**src/rtl/assert_macros.svh**
```systemverilog
// Assertion macros shared by the RTL of the ARP binding spoof detector.
// No dependencies; the bodies are empty when SYNTHESIS is defined.
`ifndef ASSERT_MACROS_SVH
`define ASSERT_MACROS_SVH
`ifndef SYNTHESIS
// Check a property on every rising edge outside reset.
`define ASSERT_PROP(lbl, clk, rst_n, prop) \
    lbl: assert property (@(posedge clk) disable iff (!rst_n) (prop)) \
        else $error("assertion failed");
// Check that a condition never holds outside reset.
`define ASSERT_NEVER(lbl, clk, rst_n, cond) \
    lbl: assert property (@(posedge clk) disable iff (!rst_n) !(cond)) \
        else $error("forbidden condition seen");
`else
`define ASSERT_PROP(lbl, clk, rst_n, prop)
`define ASSERT_NEVER(lbl, clk, rst_n, cond)
`endif
`endif

```
**src/rtl/arpbsd_pkg.sv**
```systemverilog
// Types and constants of the ARP binding spoof detector.
// No dependencies; imported by the binding cell and the top level.
`default_nettype none

package arpbsd_pkg;

    localparam int IP_W   = 32;
    localparam int MAC_W  = 48;
    localparam int OP_W   = 16;
    localparam int IDX_W  = 8;
    localparam int STAT_W = 3;

    localparam logic [OP_W-1:0] OP_REQUEST = 16'd1;
    localparam logic [OP_W-1:0] OP_REPLY   = 16'd2;

    typedef enum logic [STAT_W-1:0] {
        ST_IGNORED = 3'd0,
        ST_REFRESH = 3'd1,
        ST_SPOOF   = 3'd2,
        ST_NEW     = 3'd3,
        ST_FULL    = 3'd4
    } status_t;

    typedef enum logic [1:0] {
        FSM_IDLE,
        FSM_SCAN,
        FSM_RESULT
    } fsm_t;

    // Search token handed from cell to cell.
    typedef struct packed {
        logic              valid;
        logic              found;
        logic              spoof;
        logic [MAC_W-1:0]  stored_mac;
        logic [IDX_W-1:0]  hit_idx;
    } tok_t;

endpackage

`default_nettype wire

```
**src/rtl/arpbsd_cell.sv**
```systemverilog
// One binding cell: holds one IP-to-MAC entry and checks the passing token.
// Depends on arpbsd_pkg.
`default_nettype none

module arpbsd_cell
    import arpbsd_pkg::*;
#(
    parameter int TABLE_DEPTH = 256,
    parameter int CELL_INDEX  = 0,
    localparam int FILL_W     = $clog2(TABLE_DEPTH + 1)
) (
    input  wire logic              aclk,
    input  wire logic              aresetn,
    input  wire tok_t              tok_in,
    input  wire logic [IP_W-1:0]   query_ip,
    input  wire logic [MAC_W-1:0]  query_mac,
    input  wire logic [FILL_W-1:0] fill_count,
    input  wire logic              wr_en,
    output tok_t                   tok_out
);

    localparam logic [FILL_W-1:0] MY_SLOT = FILL_W'(CELL_INDEX);

    logic [IP_W-1:0]  entry_ip_reg;
    logic [MAC_W-1:0] entry_mac_reg;
    tok_t             tok_reg;
    tok_t             tok_next;
    logic             live;
    logic             hit;
    logic             mac_diff;

    assign live     = MY_SLOT < fill_count;
    assign hit      = tok_in.valid && !tok_in.found && live && (entry_ip_reg == query_ip);
    assign mac_diff = entry_mac_reg != query_mac;

    always_comb begin
        tok_next = tok_in;
        if (hit) begin
            tok_next.found      = 1'b1;
            tok_next.spoof      = mac_diff;
            tok_next.stored_mac = mac_diff ? entry_mac_reg : '0;
            tok_next.hit_idx    = IDX_W'(CELL_INDEX);
        end
    end

    // Append: the slot equal to the fill count takes the new binding.
    always_ff @(posedge aclk) begin
        if (wr_en && (fill_count == MY_SLOT)) begin
            entry_ip_reg  <= query_ip;
            entry_mac_reg <= query_mac;
        end
    end

    always_ff @(posedge aclk) begin
        if (!aresetn) begin
            tok_reg.valid <= 1'b0;
        end else begin
            tok_reg.valid <= tok_next.valid;
        end
        tok_reg.found      <= tok_next.found;
        tok_reg.spoof      <= tok_next.spoof;
        tok_reg.stored_mac <= tok_next.stored_mac;
        tok_reg.hit_idx    <= tok_next.hit_idx;
    end

    assign tok_out = tok_reg;

endmodule

`default_nettype wire
```
**config.mk**
```make
export PLATFORM = sky130hd
export DESIGN_NAME = arpbsd_cell
export DESIGN_NICKNAME = d
export VERILOG_FILES = /design/src/rtl/assert_macros.svh /design/src/rtl/arpbsd_pkg.sv /design/src/rtl/arpbsd_cell.sv
export SDC_FILE = /design/constraint.sdc
export NUM_CORES = 1
export LEC_CHECK = 0
export BUFFER_PORTS_ARGS = -buffer_cell sky130_fd_sc_hd__buf_2
export CELL_PAD_IN_SITES_DETAIL_PLACEMENT = 0
export CELL_PAD_IN_SITES_GLOBAL_PLACEMENT = 1
export CORE_MARGIN = 1.5
export CORE_UTILIZATION = 25
export CTS_BUF_LIST = sky130_fd_sc_hd__clkbuf_8
export CTS_CLUSTER_DIAMETER = 200
export DETAILED_ROUTE_END_ITERATION = 7
export GPL_TIMING_DRIVEN = 0
export MAX_ROUTING_LAYER = met4
export PLACE_DENSITY = 0.56
export SYNTH_ARGS = -nofsm -noshare
export SYNTH_HDL_FRONTEND = slang
export SYNTH_SLANG_ARGS = --single-unit
```
**constraint.sdc**
```tcl
create_clock -name aclk -period 4.14 [get_ports aclk]
set_clock_uncertainty 0.2 [all_clocks]
set_input_delay 0.828 -clock aclk [delete_from_list [all_inputs] [get_ports aclk]]
set_output_delay 0.828 -clock aclk [all_outputs]
set_load 0.02 [all_outputs]
```
# Word level (Yosys, flattened, before mapping)
# Index checks and enable logic that the tools add are counted.
# W data, S select, Z words.
# totals
ff_bits,139
in_bits,151
out_inout_bits,59
word_cells,18
# op_classes
order_cmp,1
eq_ne,2
mux,2
n_reduce_logical,6
# ops
operator,count
$mux W57,1
$mux W48,1
$ne A48 B48 Y1,1
$eq A32 B32 Y1,1
$logic_not A9 Y1,1
$lt A1 B9 Y1 const A,1
$logic_and A1 B1 Y1,4
$logic_not A1 Y1,1

# Longest topological paths before layout
# Gate-level depths: netlist of run 1.
# depth
word_depth,5
mapped_depth,8
mapped_depth_nobuf,5

# Worst setup path before layout of run 1
# Ideal clock, no wire load.
# synth_path
kind,input to register
startpoint,input port fill_count[2]
endpoint,register entry_ip_reg[0] (enable)
setup_ns,0.447
arrival_time_ns,3.534
t_required_ns,3.493
slack_ns,-0.041
cell_stages,3
path_buffers,0
path_cell_list,or4_1 > nor4_2 > and2_1
# synth_between
elab_chain_cells,2
# synth_rtl
element,line_no,source
from (decl),arpbsd_cell.sv:17,"input wire logic [FILL_W-1:0] fill_count,"
$logic_not A9 Y1,arpbsd_cell.sv:48,if (wr_en && (fill_count == MY_SLOT)) begin
$logic_and A1 B1 Y1,arpbsd_cell.sv:48,
to (signal assigned),arpbsd_cell.sv:49,entry_ip_reg <= query_ip;
to (decl),arpbsd_cell.sv:24,logic [IP_W-1:0] entry_ip_reg;
# No other way between the ends.
# A chain may end at the register's enable or synchronous reset.

==> metrics.txt, run 1 <==
status complete, no violations; post-synthesis async set-or-reset flop share 0%; total track usage 15.2%; CP required around 4300 ps; die area roughly 24000 sq um; synth warn 0; MaxCap Viol Count 0; count leader, synth edfxtp_1; Comb power frac 9.0%; main combinational cell family by area after synthesis compound AO/OA/AOI/OAI gates; number of flops mapped to enable cells by yosys 80; FILL cells ~2300; mux share of post-synthesis cell area less than 1%; GRT Residual Overflow 0; clock sink count about 140; Power Density 386 nW/um^2; Synth Cell Area about 5700 sq um; CP max FO 10; post-layout min period between 3000 and 4000 ps; Clk Latency, worst-skew pair roughly 440 ps; CP Capture Type flip-flop; dpl hpwl about 13000 um; Setup-failing EPs final 0; kind of critical path in2reg; First DRT Iteration DRCs a little under 200; Worst-path clk slew 80 ps; largest net degree at the start of global routing 66; syn_area_per_cell approximately 13 sq um; DRT antenna net count 0; PnR worst setup slack around 1000 ps; IO buf count roughly 210; chip width approximately 150 um; Synth Area in Adders 0%; first drt pass iteration count 5; P_leak 3.09 nW; XOR/XNOR share of the synthesized area between 10% and 20%; htree depth 4; Arrival @ worst endpoint approximately 3200 ps; CP startpoint kind primary input; total CTS buffers 17; period utilization between 70% and 80%; Post-Syn Nets slightly below 600; worst-margin pin slew between 700 and 800 ps; DR WL/cell ~18 um; Setup Buffers After CTS 0; Slew HR between 40% and 50%; Sw Pwr ~0.7 mW; Seq cells post-synth around 140; antenna violations before repair 3; Residual DRC 0; final core occ around a third; nets about 830; CTS tree built; max reg flops 59; final wirelength between 15000 and 20000 um; post-synthesis sequential area ratio 62.7%; post-synth top area share 42.0%; Synth Area in Simple Gates 6.44%; first-pass GRT wire length approximately 26000 um; Distinct cells, synth 30; P_int roughly 2.2 mW; CTS Buffer Depth 2; Mapped Cells roughly 450; RSZ-0062 raised after global routing no; Post-Place Setup Slack slightly below 500 ps; Reg area ~3600 sq um; vias in the first global route roughly 4500; multi-input logic area 1800 sq um; Power, Total approximately 3 mW; Clock power frac between 30% and 40%; Hold Path Class reg2reg; Root Driver clkbuf_8; Fmax 322 MHz; hold_ws 329 ps; initial core utilization approximately 25%; Vias 4267; layout cells sized above 1 around 40%; area of the core roughly 23000 sq um; Area Growth Syn to Fin 32.4%; hold_buf cts 0; max-slew violation count 0; largest cells by area after synthesis edfxtp_1 42%, dfxtp_1 21%, xnor2_1 8.6%; io pins 210; dominant synthesized flop cell edfxtp_1; Yosys top cell by area edfxtp_1; Synth Area in Compound Gates between 10% and 20%; peak supply drop 138 uV; Net Sw Frac approximately a quarter; Die Ht between 150 and 200 um; Hold Fails Final Rpt 0; row cnt 55; Via-to-Cell Ratio 4.37; Synth top cells by count 80 x edfxtp_1, 59 x dfxtp_1, 56 x xnor2_1, 48 x a31oi_1, 48 x inv_1; Post-CTS Resized 0; Seq pwr share around 50%; placer congestion estimate a little under 0.8
## path summary, 6_finish.rpt
kind	slack (ps)	endpoint	startpoint	cells after the start
max reg2reg	1110	tok_out[51]	entry_mac_reg[28]	7
max	1030	tok_out[51]	query_mac[28]	8
min reg2reg	330	tok_out[45]	entry_mac_reg[37]	1
min	330	tok_out[45]	entry_mac_reg[37]	1
## routing by layer
metal,vias to the layer above,GRT usage (%),share of wire [%]
li1,2100,-,-
met1,2004,18.5,44
met2,155,24.1,48
met3,8,4.88,7.6
met4,0,4.72,1.0
met5,-,-,0
## cell usage in the layout, fill, tap and decap left out, types with 5 or more instances in the layout
| cell | n |
|---|---|
| a31o_1 | 20 |
| a31o_2 | 28 |
| a31oi_1 | 48 |
| and2_1 | 9 |
| buf_2 | 212 |
| buf_6 | 5 |
| clkbuf_1 | 16 |
| clkbuf_8 | 17 |
| dfxtp_1 | 59 |
| edfxtp_1 | 80 |
| inv_1 | 48 |
| nand4_1 | 15 |
| nor4_1 | 11 |
| xnor2_1 | 56 |
| xor2_1 | 24 |
## critical path, stage by stage
cell and delay, ps:
buf_2 120, xnor2_1 390, nand4_1 180, nor4_1 460, nand3_1 280, clkbuf_1 370, clkbuf_1 330, a31o_1 290
## power groups by stage
stage	clock network [mW]	registers, mW	logic (mW)
after floorplan	0	1.57	0.0851
after global placement	0	1.53	0.263
after detailed placement	0	1.53	0.266
after CTS	1.22	1.50	0.267
after global routing	1.28	1.50	0.290
final	1.16	1.50	0.264
## final cells by class
cell class	instances	share of cell area (%)
inverters	48	2.38
clock buffers	17	3.09
clock inverters	15	2.28
well taps	285	4.71
repair buffers	210	14.2
multi-input cells	231	23.8
flip-flops and latches	139	47.4
diodes	4	0.132
plain buffers	28	1.99
## kinds of logic (layout without fill, tap and decap cells)
group,count (synthesis),count (layout)
compound gates,96,96
xor+xnor,80,80
buf+inv,76,318
flops,139,139
mux,1,1
other cells,0,4
simple gates,54,54
## through the flow
| step | std cells | cell area (sq um) | TNS [ps] |
|---|---|---|---|
| 2_1_floorplan | 446 | 5720 | 0 |
| 3_3_place_gp | 940 | 7120 | -4480 |
| 3_5_place_dp | 941 | 7150 | 0 |
| 4_1_cts | 973 | 7550 | 0 |
| 5_1_grt | 976 | 7560 | 0 |
| 6_report | 977 | 7560 | 0 |
(Power assumes the default switching activity.)
==> run 2: changes to the inputs <==
--- a/config.mk
+++ b/config.mk
@@ -15,7 +15,7 @@
 export DETAILED_ROUTE_END_ITERATION = 7
 export GPL_TIMING_DRIVEN = 0
 export MAX_ROUTING_LAYER = met4
-export PLACE_DENSITY = 0.56
+export PLACE_DENSITY = 0.54
 export SYNTH_ARGS = -nofsm -noshare
 export SYNTH_HDL_FRONTEND = slang
 export SYNTH_SLANG_ARGS = --single-unit
==> constraint.sdc (replaced) <==
create_clock -name aclk -period 3.03 [get_ports aclk]
set_clock_uncertainty 0.2 [all_clocks]
set_input_delay 0.606 -clock aclk [delete_from_list [all_inputs] [get_ports aclk]]
set_output_delay 0.606 -clock aclk [all_outputs]
set_load 0.02 [all_outputs]
==> run 2 against run 1 <==
Power grew 43%; sequential power grew 36%; register-to-register slack lost 950 ps; clock power grew 53%; first-iteration DRC count grew 7.2%; non-clock buffer count shrank 1; clock-buffer cell count is the same; global-route usage shrank 0.25 points; via count grew 1.6%; die area is the same; critical path depth shrank 1; worst hold slack lost 180 ps; critical endpoint is now tok_out[53]; largest power group unchanged.
==> metrics.txt, run 2 (same netlist as run 1, synthesis figures left out) <==
total CTS buffers 17 (unchanged); placer congestion estimate 0.798 (+3.3%); CP startpoint kind flip-flop; Hold Fails Final Rpt 0 (unchanged); vias in the first global route 4437 (-1.6%); Power Density 549 nW/um^2 (+42%); CP required 3160 ps (-1110 ps); first-pass GRT wire length 25400 um (-1.6%); final wirelength 17300 um (+0.51%); DRT antenna net count 0 (unchanged); Die Ht 154 um (unchanged); CP max FO 10 (unchanged); most common cell after layout, fill and taps aside buf_2; initial core utilization 25.4% (unchanged); hold_buf cts 0 (unchanged); status complete, no violations; Via-to-Cell Ratio 4.45 (+1.9%); nets 825 (-0.12%); Worst-path clk slew 90 ps (about the same); Power, Total 4.17 mW (+43%); first drt pass iteration count 4 (-1); kind of critical path reg2reg; worst-margin pin slew 1130 ps (+364 ps); Arrival @ worst endpoint 3000 ps (-240 ps); io pins 210 (unchanged); Vias 4335 (+1.6%); RSZ-0062 raised after global routing no; peak supply drop 230 uV (+67%); htree depth 4 (unchanged); Root Driver clkbuf_8; First DRT Iteration DRCs 209 (+7.2%); period utilization 94.6%; Slew HR 24.8% (-24 points); Setup-failing EPs final 0 (unchanged); Residual DRC 0 (unchanged); Fmax around 350 MHz; P_leak 3.10 nW (+0.30%); max-slew violation count 0 (unchanged); CTS Buffer Depth 2 (unchanged); CP Capture Type flip-flop; die area 23800 sq um (unchanged); post-layout min period about 2900 ps; Hold Path Class in2reg; chip width 154 um (unchanged); largest net degree at the start of global routing 81 (+23%); area of the core 22500 sq um (unchanged); IO buf count 209 (unchanged); dpl hpwl 12800 um (-0.24%); setup tns final 0 ps (unchanged); max reg flops 59 (unchanged); layout cells sized above 1 41.5% (+0.50 points); clock sink count 139 (unchanged); most frequent cells in the layout 212 x buf_2, 80 x edfxtp_1, 59 x dfxtp_1; MaxCap Viol Count 0 (unchanged); Clk Latency, worst-skew pair 440 ps (about the same); total track usage 15.0% (-0.25 points); Area Growth Syn to Fin 32.9%; antenna violations before repair 2 (-1); GRT Residual Overflow 0 (unchanged); CTS tree built; row cnt 55 (unchanged); DR WL/cell 17.8 um (+0.82%)
## run 2: cell count changes in the layout (fill, tap and decap cells not counted), moves of 2 or more
cell,change
bufinv_16,+2
diode_2,-2
inv_6,-2
nor4_1,-2
nor4_2,+2
## run 2: final cells by class
cell class,count,area [sq um]
sequential,139,3580
antenna,2,5.00
multi-input combinational,231,1820
clock inverter,15,223
buffer,28,151
fill,2303,14900
inverter,48,180
clock buffer,17,234
tap,285,357
timing repair buffer,209,1050
## run 2: through the flow
stage	utilization [%]	std cells	hold slack, ps	instance area, sq um	worst slack [ps]
5_1_grt	33.8	974	110	7590	31.4
4_1_cts	33.7	972	115	7580	39.7
6_report	33.8	974	153	7590	163
3_5_place_dp	31.6	940	315	7120	-356
3_3_place_gp	31.6	940	316	7120	-312
2_1_floorplan	-	446	290	5720	346
## run 2: path summary, 6_finish.rpt
path	startpoint	endpoint	slack (ps)	cells after the start
max	entry_mac_reg[28]	tok_out[53]	160	7
min	tok_in[6]	tok_out[6]	150	2
max reg2reg	entry_mac_reg[28]	tok_out[53]	160	7
min reg2reg	entry_mac_reg[39]	tok_out[47]	330	1
## run 2: timing repair
item,CTS,global route
setup endpoints to repair,10,10
pin swaps,0,0
setup buffers,0,0
resized for setup,1,3
## run 2: critical path: stages, from the launching register on
cell	delay (ps)
edfxtp_1	440
xnor2_1	330
nand4_1	170
nor4_2	450
nand3_1	270
clkbuf_2	310
clkbuf_1	290
a31o_1	280
## run 2: power by group
part           switching, mW  internal, mW  total, mW  leakage, nW
Clock                  0.785         0.981       1.77        0.222
Sequential            0.0103          2.03       2.04         1.22
Combinational          0.186         0.175      0.361         1.66
Total                  0.981          3.19       4.17         3.10
## run 2: per-layer routing
metal	global-route usage, %	vias up	part of all wire (%)
li1	-	2092	-
met3	4.20	18	6.8
met5	-	-	0
met4	4.76	0	1.6
met1	18.2	2060	44
met2	24.1	165	48
==> run 3: changes to the inputs <==
--- a/config.mk
+++ b/config.mk
@@ -16,6 +16,7 @@
 export GPL_TIMING_DRIVEN = 0
 export MAX_ROUTING_LAYER = met4
 export PLACE_DENSITY = 0.54
+export SLEW_MARGIN = 20
 export SYNTH_ARGS = -nofsm -noshare
 export SYNTH_HDL_FRONTEND = slang
 export SYNTH_SLANG_ARGS = --single-unit
==> constraint.sdc (replaced) <==
create_clock -name aclk -period 3.35 [get_ports aclk]
set_clock_uncertainty 0.2 [all_clocks]
set_input_delay 0.67 -clock aclk [delete_from_list [all_inputs] [get_ports aclk]]
set_output_delay 0.67 -clock aclk [all_outputs]
set_load 0.02 [all_outputs]
==> run 3 against run 2 <==
Sequential power is 9% lower; register-to-register slack better by 200 ps; maximum frequency is 4.0% lower; combinational power is 9.4% lower; clock power is 20% lower; clock-buffer cell count stayed put; worst hold slack better by 57 ps; design area is 0.79% lower; power is 14% lower; sequential share of layout area is 0.38 points higher; global-route usage is 0.48 points higher; final cell count stayed put; largest cell class unchanged.
==> metrics.txt, run 3 (same netlist as run 1, synthesis figures left out) <==
RSZ-0062 raised after global routing no; vias in the first global route 4455 (+0.41%); Setup-failing EPs final 0 (unchanged); htree depth 4 (unchanged); max-slew violation count 0 (unchanged); CP Capture Type flip-flop; final core occ 33.5% (-0.27 points); io pins 210 (unchanged); total track usage 15.4% (+0.48 points); DR WL/cell 18.1 um (+1.9%); Die Ht 154 um (unchanged); area of the core 22500 sq um (unchanged); delay-heaviest family, CP simple AND/OR/NAND/NOR gates; Power, Total 3.59 mW (-14%); Hold Path Class in2reg; layout cells sized above 1 40.4% (-1.1 points); worst path bufs/invs 2 (unchanged); clock sink count 139 (unchanged); worst-margin pin slew 736 ps (-392 ps); Arrival @ worst endpoint 3130 ps (+130 ps); IO buf count 209 (unchanged); CP required 3500 ps (+340 ps); Vias 4282 (-1.2%); Area Growth Syn to Fin 31.9%; kind of critical path reg2reg; dpl hpwl 13100 um (+2.3%); nets 826 (+0.12%); most frequent cells in the layout 212 x buf_2, 80 x edfxtp_1, 59 x dfxtp_1; setup tns final 0 ps (unchanged); P_leak 3.08 nW (-0.64%); Residual DRC 0 (unchanged); first-pass GRT wire length 26200 um (+2.9%); CTS Buffer Depth 2 (unchanged); final wirelength 17600 um (+1.9%); hold_buf cts 0 (unchanged); total CTS buffers 17 (unchanged); Clk Latency, worst-skew pair 460 ps (+20 ps); First DRT Iteration DRCs 191 (-8.6%); peak supply drop 258 uV (+12%); Slew HR 50.9% (+26 points); CP startpoint kind flip-flop; Placed Instances 941 (+0.11%); DRT antenna net count 0 (unchanged); CP max FO 10 (unchanged); Fmax 335 MHz (-4.0%); most common cell after layout, fill and taps aside buf_2; Non-Filler Instances 974 (unchanged); CTS tree built; Hold Fails Final Rpt 0 (unchanged); Via-to-Cell Ratio 4.40 (-1.2%); Power Density 476 nW/um^2 (-13%); post-layout min period 2990 ps (+119 ps); MaxCap Viol Count 0 (unchanged); die area 23800 sq um (unchanged); max reg flops 59 (unchanged); row cnt 55 (unchanged); initial core utilization 25.4% (unchanged); CP max-delay cell nor4_1; status complete, no violations; Top cell by count, worst path clkbuf_1; chip width 154 um (unchanged); Root Driver clkbuf_8; period utilization 89.1% (-5.5 points); placer congestion estimate 0.787 (-1.5%); Worst-path clk slew 90 ps (about the same); max incr delay on CP 510 ps (+60 ps); largest net degree at the start of global routing 43 (-47%); worst-path cell chain xnor2_1 > nand4_1 > nor4_1 > nand3_1 > clkbuf_1 > clkbuf_1 > a31o_1; first drt pass iteration count 4 (unchanged); GRT Residual Overflow 0 (unchanged); Setup Buffers After CTS 0 (unchanged); Post-CTS Resized 0 (-1); antenna violations before repair 1 (-1)
==> run 3: worst paths after layout <==
| kind | startpoint | endpoint | slack [ps] | cells past startpoint |
|---|---|---|---|---|
| setup / recovery | entry_mac_reg[28] | tok_out[55] | 360 | 7 |
| hold reg to reg | entry_mac_reg[2] | tok_out[10] | 320 | 1 |
| hold / removal | query_mac[10] | entry_mac_reg[10] | 210 | 1 |
| setup reg to reg | entry_mac_reg[28] | tok_out[55] | 360 | 7 |
==> run 3: metal layers <==
metal,vias up,global-route usage (%),share of wire (%),wire [um]
li1,2091,-,-,-
met4,0,5.87,2.2,381
met1,2025,19.3,46,8040
met2,141,24.1,47,8300
met5,-,-,0,0
met3,25,3.92,5.2,923
==> run 3: final cells by class <==
class | instances | area [sq um]
repair buffers | 210 | 1070
flip-flops and latches | 139 | 3580
clock inverters | 15 | 159
inverters | 48 | 180
clock buffers | 17 | 234
multi-input cells | 231 | 1800
fillers | 2298 | 15000
plain buffers | 28 | 150
well taps | 285 | 357
diodes | 1 | 2.50
==> run 3: where the power goes <==
part	total, mW	switching, mW	internal [mW]
logic	0.327	0.169	0.158
clock network	1.42	0.694	0.721
registers	1.85	0.00923	1.84
total	3.59	0.872	2.72
==> run 3: per-stage QoR <==
stage / setup WS (ps) / cell area [sq um] / hold slack (ps)
2_1_floorplan: 200 / 5720 / 290
3_3_place_gp: -640 / 7120 / 315
3_5_place_dp: -92.5 / 7140 / 312
4_1_cts: 233 / 7530 / 176
5_1_grt: 98.8 / 7530 / 184
6_report: 364 / 7530 / 210
==> run 3: worst register-to-register path, stage by stage, from the launching register on <==
cell and delay (ps):
edfxtp_1 450, xnor2_1 290, nand4_1 170, nor4_1 510, nand3_1 260, clkbuf_1 370
clkbuf_1 340, a31o_1 300
